File: src/sv/assert_macros.svh
// Assertion macros for the mask blitter; clk and arst_n come from the using scope.
`ifndef ASSERT_MACROS_SVH
`define ASSERT_MACROS_SVH
`ifndef SYNTHESIS
`define M2X_ASSERT(lbl, prop) \
	lbl: assert property (@(posedge clk) disable iff (!arst_n) prop) \
	else $error("m2xblit: property violated");
`define M2X_NEVER(lbl, prop) \
	lbl: assert property (@(posedge clk) disable iff (!arst_n) !(prop)) \
	else $error("m2xblit: forbidden condition seen");
`else
`define M2X_ASSERT(lbl, prop)
`define M2X_NEVER(lbl, prop)
`endif
`endif

File: src/sv/m2xblit_pkg.sv
// Shared constants, register indexes and types of the mask blitter.
package m2xblit_pkg;

	localparam int MAX_SOURCE_WIDTH = 2048;
	localparam int MAX_DEST_WIDTH   = 4096;

	localparam int LS_DEPTH = MAX_SOURCE_WIDTH / 8;
	localparam int LS_AW    = $clog2(LS_DEPTH);

	// byte pitch of a 12-bit source width
	localparam int SPW    = 10;
	localparam int HALF_W = 13;
	localparam int ADDR_W = 23;

	localparam int QDEPTH = 4;
	localparam int QAW    = $clog2(QDEPTH);
	localparam int QCW    = $clog2(QDEPTH + 1);

	localparam int CFG_IDX_W  = 3;
	localparam int CFG_DATA_W = 14;

	localparam logic [CFG_IDX_W-1:0] REG_DEST_WIDTH  = 3'd0;
	localparam logic [CFG_IDX_W-1:0] REG_DEST_HEIGHT = 3'd1;
	localparam logic [CFG_IDX_W-1:0] REG_SRC_WIDTH   = 3'd2;
	localparam logic [CFG_IDX_W-1:0] REG_SRC_HEIGHT  = 3'd3;
	localparam logic [CFG_IDX_W-1:0] REG_POS_X       = 3'd4;
	localparam logic [CFG_IDX_W-1:0] REG_POS_Y       = 3'd5;

	typedef struct packed {
		logic [HALF_W-1:0] half;
		logic              upper;
		logic [3:0]        nib;
	} lane_t;

	typedef struct packed {
		logic [ADDR_W-1:0] base;
		logic [3:0]        mask;
		lane_t [3:0]       lane;
	} group_t;

	typedef struct packed {
		logic   valid;
		group_t grp;
	} push_t;

	typedef struct packed {
		logic [QCW-1:0] count;
		logic           empty;
	} q_stat_t;

endpackage

File: src/sv/m2xblit_ifs.sv
// Handshake channels of the mask blitter: source bytes, nibble writes, register writes.
interface m2xblit_in_if;
	logic       valid;
	logic       ready;
	logic [7:0] mask_byte;
	logic       image_start;
	modport source(output valid, mask_byte, image_start, input ready);
	modport sink(input valid, mask_byte, image_start, output ready);
endinterface

interface m2xblit_out_if;
	logic                              valid;
	logic                              ready;
	logic [m2xblit_pkg::ADDR_W-1:0]    dest_address;
	logic [3:0]                        nibble_value;
	logic                              upper_half;
	logic                              last_of_run;
	modport source(output valid, dest_address, nibble_value, upper_half, last_of_run,
		input ready);
	modport sink(input valid, dest_address, nibble_value, upper_half, last_of_run,
		output ready);
endinterface

interface m2xblit_cfg_if;
	logic                                 valid;
	logic                                 ready;
	logic [m2xblit_pkg::CFG_IDX_W-1:0]    index;
	logic [m2xblit_pkg::CFG_DATA_W-1:0]   data;
	modport source(output valid, index, data, input ready);
	modport sink(input valid, index, data, output ready);
endinterface

File: src/sv/mask_2x_to_packed_nibble_blit.sv
// Top level of the 2x mask to packed nibble blitter.
//
//   channel | role         | words carried
//   --------+--------------+----------------------------------------------------
//   src     | sink         | mask_byte, image_start: one source byte per word
//   dst     | source       | dest_address, nibble_value, upper_half, last_of_run
//   cfg     | sink         | index, data: register writes, always ready
//
// A byte is taken when src.valid and src.ready are high; its nibble writes pass stage 1,
// stage 2, the queue and the output register, then leave one per cycle while dst is ready.
// Even-row or fully clipped bytes give no word; a fully visible odd-row byte gives four words.
// src stalls while the group queue and the two front stages hold four groups.
// Reset clears the raster position and registers at once; the line store has no clearing.
`include "assert_macros.svh"

module mask_2x_to_packed_nibble_blit (
	input  logic           clk,
	input  logic           arst_n,
	m2xblit_in_if.sink     src,
	m2xblit_out_if.source  dst,
	m2xblit_cfg_if.sink    cfg
);

	m2xblit_pkg::push_t   q_push;
	m2xblit_pkg::q_stat_t q_stat;
	m2xblit_pkg::group_t  head;
	logic                 q_pop;

	m2xblit_front u_front (
		.clk    (clk),
		.arst_n (arst_n),
		.src    (src),
		.cfg    (cfg),
		.q_stat (q_stat),
		.q_push (q_push)
	);

	m2xblit_queue u_queue (
		.clk    (clk),
		.arst_n (arst_n),
		.q_push (q_push),
		.q_pop  (q_pop),
		.head   (head),
		.q_stat (q_stat)
	);

	m2xblit_back u_back (
		.clk    (clk),
		.arst_n (arst_n),
		.head   (head),
		.q_stat (q_stat),
		.q_pop  (q_pop),
		.dst    (dst)
	);

	`M2X_ASSERT(a_queue_bound, q_stat.count <= m2xblit_pkg::QCW'(m2xblit_pkg::QDEPTH))
	`M2X_NEVER(a_pop_empty, q_pop && q_stat.empty)
	`M2X_NEVER(a_push_full, q_push.valid && (q_stat.count == m2xblit_pkg::QCW'(m2xblit_pkg::QDEPTH)))

endmodule

File: src/sv/m2xblit_front.sv
// Front end: registers, raster tracking, line store, 2x2 gather and clipping into nibble groups.
module m2xblit_front (
	input  logic                 clk,
	input  logic                 arst_n,
	m2xblit_in_if.sink           src,
	m2xblit_cfg_if.sink          cfg,
	input  m2xblit_pkg::q_stat_t q_stat,
	output m2xblit_pkg::push_t   q_push
);

	logic [12:0] dest_width_q, dest_height_q, src_height_q;
	logic [11:0] src_width_q;
	logic [13:0] pos_x_q, pos_y_q;

	logic [m2xblit_pkg::LS_AW-1:0] byte_column_q;
	logic [12:0]                   source_row_q;

	logic [7:0] line_store [m2xblit_pkg::LS_DEPTH];

	logic [11:0] sw;
	logic [12:0] dw;
	logic [m2xblit_pkg::SPW-1:0] spitch;
	logic [12:0] dpitch;

	logic                          acc;
	logic [m2xblit_pkg::LS_AW-1:0] col0, col1, nxt_col;
	logic [12:0]                   row0, row1, nxt_row;
	logic                          skip0, wrap, skip1, go, end_row;
	logic [m2xblit_pkg::SPW-1:0]   col2;
	logic [3:0]                    occ;

	// stage 1: odd-row byte with its line store partner
	logic                          v_s1;
	logic [m2xblit_pkg::LS_AW-1:0] col_s1;
	logic [12:0]                   row_s1;
	logic [7:0]                    cur_s1, top_s1;

	logic [14:0]        dy;
	logic               row_ok;
	logic signed [15:0] dx [4];
	logic [3:0]         lane_ok;
	m2xblit_pkg::lane_t [3:0] lanes;

	// stage 2: clipped group waiting for its row base
	logic                     v_s2;
	logic [12:0]              dy_s2;
	logic [3:0]               mask_s2;
	m2xblit_pkg::lane_t [3:0] lanes_s2;
	logic [25:0]              prod;

	function automatic logic [m2xblit_pkg::SPW-1:0] SPW_CAST(input logic [12:0] v);
		logic [12:0] s;
		s = v >> 3;
		return s[m2xblit_pkg::SPW-1:0];
	endfunction

	assign cfg.ready = 1'b1;

	always_comb begin
		sw = (14'(src_width_q) > 14'(m2xblit_pkg::MAX_SOURCE_WIDTH))
			? 12'(m2xblit_pkg::MAX_SOURCE_WIDTH) : src_width_q;
		dw = (15'(dest_width_q) > 15'(m2xblit_pkg::MAX_DEST_WIDTH))
			? 13'(m2xblit_pkg::MAX_DEST_WIDTH) : dest_width_q;
		spitch = SPW_CAST(13'(sw) + 13'd7);
		dpitch = 13'(((14'(dw) + 14'd7) >> 3) << 2);
	end

	assign occ = 4'(q_stat.count) + 4'(v_s1) + 4'(v_s2);
	assign src.ready = (occ < 4'(m2xblit_pkg::QDEPTH));
	assign acc = src.valid && src.ready;

	// raster position of this byte and of the next one
	always_comb begin
		col0    = src.image_start ? '0 : byte_column_q;
		row0    = src.image_start ? '0 : source_row_q;
		skip0   = (spitch == '0) || (row0 >= src_height_q);
		wrap    = (m2xblit_pkg::SPW'(col0) >= spitch);
		col1    = wrap ? '0 : col0;
		row1    = wrap ? row0 + 13'd1 : row0;
		skip1   = wrap && (row1 >= src_height_q);
		go      = !skip0 && !skip1;
		col2    = m2xblit_pkg::SPW'(col1) + m2xblit_pkg::SPW'(1);
		end_row = (col2 >= spitch);
		priority if (skip0) begin
			nxt_col = col0;
			nxt_row = row0;
		end else if (skip1) begin
			nxt_col = col1;
			nxt_row = row1;
		end else if (end_row) begin
			nxt_col = '0;
			nxt_row = row1 + 13'd1;
		end else begin
			nxt_col = col2[m2xblit_pkg::LS_AW-1:0];
			nxt_row = row1;
		end
	end

	always_ff @(posedge clk or negedge arst_n) begin
		if (!arst_n) begin
			dest_width_q  <= '0;
			dest_height_q <= '0;
			src_width_q   <= '0;
			src_height_q  <= '0;
			pos_x_q       <= '0;
			pos_y_q       <= '0;
			byte_column_q <= '0;
			source_row_q  <= '0;
			v_s1          <= 1'b0;
			v_s2          <= 1'b0;
		end else begin
			if (cfg.valid && cfg.ready) begin
				unique case (cfg.index)
					m2xblit_pkg::REG_DEST_WIDTH:  dest_width_q  <= cfg.data[12:0];
					m2xblit_pkg::REG_DEST_HEIGHT: dest_height_q <= cfg.data[12:0];
					m2xblit_pkg::REG_SRC_WIDTH:   src_width_q   <= cfg.data[11:0];
					m2xblit_pkg::REG_SRC_HEIGHT:  src_height_q  <= cfg.data[12:0];
					m2xblit_pkg::REG_POS_X:       pos_x_q       <= cfg.data[13:0];
					m2xblit_pkg::REG_POS_Y:       pos_y_q       <= cfg.data[13:0];
					default: ;
				endcase
			end
			if (acc) begin
				byte_column_q <= nxt_col;
				source_row_q  <= nxt_row;
			end
			v_s1 <= acc && go && row1[0];
			v_s2 <= v_s1 && (lane_ok != 4'b0000);
		end
	end

	// even rows fill the line store, odd rows read it back
	always_ff @(posedge clk) begin
		if (acc && go && !row1[0]) begin
			line_store[col1] <= src.mask_byte;
		end
		if (acc && go && row1[0]) begin
			top_s1 <= line_store[col1];
			col_s1 <= col1;
			row_s1 <= row1;
			cur_s1 <= src.mask_byte;
		end
	end

	// destination row, clip and pack the four 2x2 blocks
	always_comb begin
		dy     = {pos_y_q[13], pos_y_q} + {3'b000, row_s1[12:1]};
		row_ok = (row_s1 < {src_height_q[12:1], 1'b0}) && !dy[14] &&
			(dy[13:0] < {1'b0, dest_height_q});
		for (int k = 0; k < 4; k++) begin
			dx[k] = {{2{pos_x_q[13]}}, pos_x_q} + 16'({col_s1, 2'(k)});
			lane_ok[k] = row_ok &&
				(16'({col_s1, 2'(k)}) < 16'(sw[11:1])) &&
				!dx[k][15] && (dx[k] < $signed(16'(dw)));
			lanes[k].half  = dx[k][m2xblit_pkg::HALF_W:1];
			lanes[k].upper = !dx[k][0];
			lanes[k].nib   = {top_s1[7-2*k -: 2], cur_s1[7-2*k -: 2]};
		end
	end

	always_ff @(posedge clk) begin
		if (v_s1) begin
			dy_s2    <= dy[12:0];
			mask_s2  <= lane_ok;
			lanes_s2 <= lanes;
		end
	end

	assign prod = dy_s2 * dpitch;

	always_comb begin
		q_push.valid    = v_s2;
		q_push.grp.base = prod[m2xblit_pkg::ADDR_W-1:0];
		q_push.grp.mask = mask_s2;
		q_push.grp.lane = lanes_s2;
	end

endmodule

File: src/sv/m2xblit_queue.sv
// Short queue of nibble groups between the front and back ends.
module m2xblit_queue (
	input  logic                 clk,
	input  logic                 arst_n,
	input  m2xblit_pkg::push_t   q_push,
	input  logic                 q_pop,
	output m2xblit_pkg::group_t  head,
	output m2xblit_pkg::q_stat_t q_stat
);

	m2xblit_pkg::group_t            entry_q [m2xblit_pkg::QDEPTH];
	logic [m2xblit_pkg::QAW-1:0]    wr_q, rd_q;
	logic [m2xblit_pkg::QCW-1:0]    count_q;

	function automatic logic [m2xblit_pkg::QAW-1:0] bump(input logic [m2xblit_pkg::QAW-1:0] p);
		return (p == m2xblit_pkg::QAW'(m2xblit_pkg::QDEPTH - 1)) ? '0 : p + 1'b1;
	endfunction

	always_ff @(posedge clk or negedge arst_n) begin
		if (!arst_n) begin
			wr_q    <= '0;
			rd_q    <= '0;
			count_q <= '0;
		end else begin
			if (q_push.valid) begin
				wr_q <= bump(wr_q);
			end
			if (q_pop) begin
				rd_q <= bump(rd_q);
			end
			unique case ({q_push.valid, q_pop})
				2'b10:   count_q <= count_q + 1'b1;
				2'b01:   count_q <= count_q - 1'b1;
				default: count_q <= count_q;
			endcase
		end
	end

	always_ff @(posedge clk) begin
		if (q_push.valid) begin
			entry_q[wr_q] <= q_push.grp;
		end
	end

	assign head         = entry_q[rd_q];
	assign q_stat.count = count_q;
	assign q_stat.empty = (count_q == '0);

endmodule

File: src/sv/m2xblit_back.sv
// Back end: walks the live lanes of the head group and drives the nibble write channel.
module m2xblit_back (
	input  logic                 clk,
	input  logic                 arst_n,
	input  m2xblit_pkg::group_t  head,
	input  m2xblit_pkg::q_stat_t q_stat,
	output logic                 q_pop,
	m2xblit_out_if.source        dst
);

	logic [3:0] done_q;
	logic [3:0] avail, sel_oh, rest;
	logic [1:0] sel;
	logic       last, load, emit;

	logic                           out_valid_q;
	logic [m2xblit_pkg::ADDR_W-1:0] addr_q;
	logic [3:0]                     nib_q;
	logic                           upper_q, last_q;

	always_comb begin
		avail = head.mask & ~done_q;
		priority if (avail[0]) begin
			sel = 2'd0;
		end else if (avail[1]) begin
			sel = 2'd1;
		end else if (avail[2]) begin
			sel = 2'd2;
		end else begin
			sel = 2'd3;
		end
		sel_oh = 4'b0001 << sel;
		rest   = avail & ~sel_oh;
		last   = (rest == 4'b0000);
		load   = !out_valid_q || dst.ready;
		emit   = load && !q_stat.empty;
		q_pop  = emit && last;
	end

	always_ff @(posedge clk or negedge arst_n) begin
		if (!arst_n) begin
			done_q      <= '0;
			out_valid_q <= 1'b0;
		end else begin
			if (emit) begin
				// drop the lane just sent; clear on the group's last lane
				done_q <= last ? 4'b0000 : (done_q | sel_oh);
			end
			if (load) begin
				out_valid_q <= emit;
			end
		end
	end

	always_ff @(posedge clk) begin
		if (emit) begin
			addr_q  <= head.base + m2xblit_pkg::ADDR_W'(head.lane[sel].half);
			nib_q   <= head.lane[sel].nib;
			upper_q <= head.lane[sel].upper;
			last_q  <= last;
		end
	end

	assign dst.valid        = out_valid_q;
	assign dst.dest_address = addr_q;
	assign dst.nibble_value = nib_q;
	assign dst.upper_half   = upper_q;
	assign dst.last_of_run  = last_q;

endmodule

File: src/flat_wrapper.sv
// flat-port wrapper written by rule: the top's interface ports become plain ports
module mask_2x_to_packed_nibble_blit_flat 
  (clk, arst_n, src_valid, src_mask_byte, src_image_start, src_ready, dst_valid, dst_dest_address, dst_nibble_value, dst_upper_half, dst_last_of_run, dst_ready, cfg_valid, cfg_index, cfg_data, cfg_ready);
  m2xblit_in_if src_i ();
  m2xblit_out_if dst_i ();
  m2xblit_cfg_if cfg_i ();
  input  logic clk;
  input  logic arst_n;
  input wire logic [$bits(src_i.valid)-1:0] src_valid;
  input wire logic [$bits(src_i.mask_byte)-1:0] src_mask_byte;
  input wire logic [$bits(src_i.image_start)-1:0] src_image_start;
  output wire logic [$bits(src_i.ready)-1:0] src_ready;
  output wire logic [$bits(dst_i.valid)-1:0] dst_valid;
  output wire logic [$bits(dst_i.dest_address)-1:0] dst_dest_address;
  output wire logic [$bits(dst_i.nibble_value)-1:0] dst_nibble_value;
  output wire logic [$bits(dst_i.upper_half)-1:0] dst_upper_half;
  output wire logic [$bits(dst_i.last_of_run)-1:0] dst_last_of_run;
  input wire logic [$bits(dst_i.ready)-1:0] dst_ready;
  input wire logic [$bits(cfg_i.valid)-1:0] cfg_valid;
  input wire logic [$bits(cfg_i.index)-1:0] cfg_index;
  input wire logic [$bits(cfg_i.data)-1:0] cfg_data;
  output wire logic [$bits(cfg_i.ready)-1:0] cfg_ready;
  assign src_i.valid = src_valid;
  assign src_i.mask_byte = src_mask_byte;
  assign src_i.image_start = src_image_start;
  assign src_ready = src_i.ready;
  assign dst_valid = dst_i.valid;
  assign dst_dest_address = dst_i.dest_address;
  assign dst_nibble_value = dst_i.nibble_value;
  assign dst_upper_half = dst_i.upper_half;
  assign dst_last_of_run = dst_i.last_of_run;
  assign dst_i.ready = dst_ready;
  assign cfg_i.valid = cfg_valid;
  assign cfg_i.index = cfg_index;
  assign cfg_i.data = cfg_data;
  assign cfg_ready = cfg_i.ready;
  mask_2x_to_packed_nibble_blit u_core (.clk(clk), .arst_n(arst_n), .src(src_i), .dst(dst_i), .cfg(cfg_i));
endmodule
File: config.mk
export PLATFORM = sky130hd
export DESIGN_NAME = mask_2x_to_packed_nibble_blit_flat
export DESIGN_NICKNAME = d
export VERILOG_FILES = /design/src/sv/m2xblit_pkg.sv /design/src/sv/m2xblit_ifs.sv /design/src/sv/mask_2x_to_packed_nibble_blit.sv /design/src/sv/m2xblit_front.sv /design/src/sv/m2xblit_queue.sv /design/src/sv/m2xblit_back.sv /design/src/flat_wrapper.sv
export VERILOG_INCLUDE_DIRS = /design/src /design/src/sv
export SDC_FILE = /design/constraint.sdc
export NUM_CORES = 2
export LEC_CHECK = 0
export ABC_AREA = 0
export BUFFER_PORTS_ARGS = -buffer_cell sky130_fd_sc_hd__buf_2
export CAP_MARGIN = 20
export CORE_MARGIN = 2
export CORE_UTILIZATION = 45
export DETAILED_ROUTE_END_ITERATION = 10
export PLACE_DENSITY = 0.66
export SLEW_MARGIN = 20
export SYNTH_ARGS = -nofsm -noshare
export SYNTH_HDL_FRONTEND = slang
export SYNTH_SLANG_ARGS = --single-unit
File: constraint.sdc
create_clock -name clk -period 15 [get_ports clk]
set_input_delay 2.25 -clock clk [delete_from_list [all_inputs] [get_ports clk]]
set_output_delay 2.25 -clock clk [all_outputs]
set_load 0.01 [all_outputs]
==> reports/qor.yml <==
grt_usage: 0.239
grt_overflow: 0
pin_count: 63
fmax_mhz: 98.3
syn_inst: 6791
core.rowCount: 181
fin_cells: 10300
rsz0062_at_grt: "false"
final.period_utilization: 0.678
cts_post_setup_buffers_inserted: 0
hpwlAfterDp_mm: 182
wl_per_cell_um: 29.6
num_vias: 64700
powerDensity_nw_per_um2: 186
grt_pass1_wl_mm: 439
synthXorXnorAreaFrac: 0.0106
critical_path.endpoint_type: "register"
die_w_um: 498
die_y_um: 498
viasPerCell: 6.31
synth_fa_ha_area_frac: 0.0427
synth_edf_count: 2580
period_needed_ps: 10180
worst_path_max_delay_cell: "and3_2"
start_util: 0.452
wirelength_mm: 304
ctsHtreeMaxLevel: 5
r2r_slack_ps: 5810
core-area_um2: 243000
slew_headroom: 0.192
port_buffers: 61
ys_warn_count: 0
dr.first_iter.drc_count: 9730
synth_compound_area_frac: 0.117
worstPathArrival_ps: 10700
drt-pass1-iter-count: 10
antenna_found_initial: 16
holdBufCountCts: 0
cpPeakStageDelay_ps: 1080
cts-resized-gates: 0
fillers: 19600
postSynth.asyncResetShare: 0.0423
root_buffer: "clkbuf_16"
synth_area_um2: 110000
drv_slew: 0
drive_above_1_share: 0.119
ys_types: 83
synth-seq-area-share: 0.732
p_leak_nw: 39.9
crit_path_cell_trace: "buf_2 -> nand2b_1 -> clkinv_1 -> ha_1 -> and4_1 -> o31a_1 -> o21ai_0 -> o311ai_2 -> a21o_1 -> nand4_1 -> xnor2_1 -> ha_1 -> and4_1 -> a31oi_1 -> a21boi_0 -> o2111ai_1 -> a21oi_1 -> o31ai_1 -> and3_2 -> nand3_1 -> nor2_1"
cts_buffers: 279
synth_top_family_by_area: "compound AO/OA/AOI/OAI gates"
yosys-mux-area-fraction: 0.0345
drc: 0
irDropWorstVdd_mv: 0.209
gp_congestion: 0.897
max_cap_violations: 0
skew_ps: 70.9
detail-route-antenna-nets: 0
syn_avg_cell_area_um2: 16.1
nets: 7190
yosys_most_used_dff: "edfxtp_1"
dieArea_um2: 248000
clock-sinks: 2694
cts_buffer_depth: 4
tightest_slew_ps: 1210
areaGrowthSynthToFinish_pct: 11.5
place_inst: 9767
setup_viol_count_final: 0
start_kind: "input port"
yosys.area_share.simple: 0.0404
grt_start_max_net_pins: 187
path_class: "input port to register"
cts_tree: "yes"
whs_ps: 422
insertion_delay_ps: 940
crit_fanout: 27
final_util: 0.504
finalHoldViolCount: 0
grt_pass1_vias: 63100
synth_seq_cells: 2694
total_power_w: 0.0227
setup_tns_ps: 0
hold_path.class: "register to register"
clkTransAtPathRegs_ps: 60
worstPathRequired_ps: 15520
outcome: "finished, final reports clean"
## synth_stat cells (20+ instances only)
cell	instances	area share
and2_1	75	0.0043
a221oi_1	81	0.0065
mux2_2	135	0.014
xnor2_1	101	0.0081
nor4_1	78	0.0044
xor2_1	32	0.0026
o21ai_1	26	0.0012
a22oi_1	752	0.051
nand2_1	227	0.0078
nor2b_1	48	0.0027
a21o_1	37	0.0025
a21oi_1	456	0.021
nand4_1	30	0.0017
mux4_2	95	0.020
o22ai_1	105	0.0060
inv_1	193	0.0066
edfxtp_1	2580	0.71
dfrtp_1	114	0.026
nand3_1	39	0.0018
nand2b_1	20	0.0011
clkbuf_1	243	0.0083
buf_1	48	0.0016
nor3_1	25	0.0011
fa_1	101	0.018
buf_2	114	0.0052
o21ai_0	113	0.0052
ha_1	211	0.024
nor2_1	347	0.012
a222oi_1	68	0.0062
a22o_1	90	0.0072
## cell families after synthesis
kind of cell | after synthesis
buf+inv | 614
fa+ha+maj | 314
simple gates | 942
mux | 242
xor+xnor | 133
flops | 2694
compound gates | 1850
other cells | 2
## power by group
group	switching (W)	total, W	internal, W
combinational	0.00442	0.00674	0.00232
clock	0.00278	0.00677	0.00398
sequential	0.000250	0.00919	0.00894
total	0.00745	0.0227	0.0152
## sequential cells by signal, summed over array words and instances (netlist names), 3 cells and up
name,count
u_core.u_front.line_store,2048
u_core.u_queue.entry_q,380
u_core.u_front.q_push,70
u_core.u_back.dst.dest_address,23
u_core.u_front.pos_x_q,14
u_core.u_front.pos_y_q,14
u_core.u_front.dest_height_q,13
u_core.u_front.dest_width_q,13
u_core.u_front.dy_s2,13
u_core.u_front.source_row_q,13
u_core.u_front.src_height_q,13
u_core.u_front.row_s1,12
u_core.u_front.src_width_q,12
u_core.u_front.byte_column_q,8
u_core.u_front.col_s1,8
u_core.u_front.cur_s1,8
u_core.u_front.top_s1,8
u_core.u_back.done_q,4
u_core.u_back.dst.nibble_value,4
u_core.u_front.mask_s2,4
u_core.u_queue.count_q,3
## layout make-up
cell class	count	area, um2	area share
flip-flops and latches	2694	80300	0.657
clock buffers	359	7490	0.0612
repair buffers	181	1350	0.0110
clock inverters	120	1290	0.0106
inverters	199	748	0.00612
multi-input cells	3492	27100	0.221
diodes	8	20.0	0.000164
well taps	3202	4010	0.0327
## final timing paths
kind | start | to | depth (start not counted)
max | src_image_start | u_core.u_front.line_store[105][3]$_DFFE_PP_ | 21
min | u_core.u_front.cur_s1[6]$_DFFE_PP_ | u_core.u_front.q_push[0]$_DFFE_PP_ | 0
max reg2reg | u_core.u_front.src_width_q[11]$_DFFE_PN0P_ | u_core.u_front.line_store[105][3]$_DFFE_PP_ | 22
min reg2reg | u_core.u_front.cur_s1[6]$_DFFE_PP_ | u_core.u_front.q_push[0]$_DFFE_PP_ | 0
max in group asynchronous | arst_n | u_core.u_front.byte_column_q[0]$_DFFE_PN0P_ | 3
min in group asynchronous | arst_n | u_core.u_back.dst.valid$_DFFE_PN0P_ | 1
## stage by stage
| step | area [um2] | setup slack (ps) |
|---|---|---|
| floorplan | 110000 | 6960 |
| global placement | 113000 | 4210 |
| detailed placement | 114000 | 4180 |
| CTS | 122000 | 5140 |
| global route | 122000 | 4390 |
| finish | 122000 | 4820 |
## layer usage
metal	vias up	track usage	wire length [um]
li1	27200	-	-
met5	-	0	99
met2	4185	0.370	140000
met3	644	0.0608	34400
met4	14	0.0891	12100
met1	32700	0.326	117000
## critical path, delay by kind of cell
| kind | cells | cell delay, ps |
|---|---|---|
| compound gates | 9 | 2140 |
| buf+inv | 2 | 760 |
| fa+ha+maj | 2 | 790 |
| xor+xnor | 1 | 880 |
| simple gates | 7 | 3810 |
## placed cells by master, fill, tap and decap left out, types with 37 or more instances in the layout
master     count
a22oi_1      752
a221oi_1      81
nand2_1      224
clkbuf_16    287
nor4_1        76
o21ai_0      111
xnor2_1      101
nor2b_1       46
inv_1        192
mux4_2        95
nand3_1       37
o22ai_1      105
a21oi_1      455
and2_1        71
edfxtp_1    2580
mux2_2       135
nor2_1       341
clkbuf_1      68
buf_4        114
a21o_1        37
clkinv_1      46
ha_1         211
fa_1         101
a222oi_1      68
buf_2         53
dfrtp_1      110
a22o_1        90
Power figures use the tool's default switching activity.
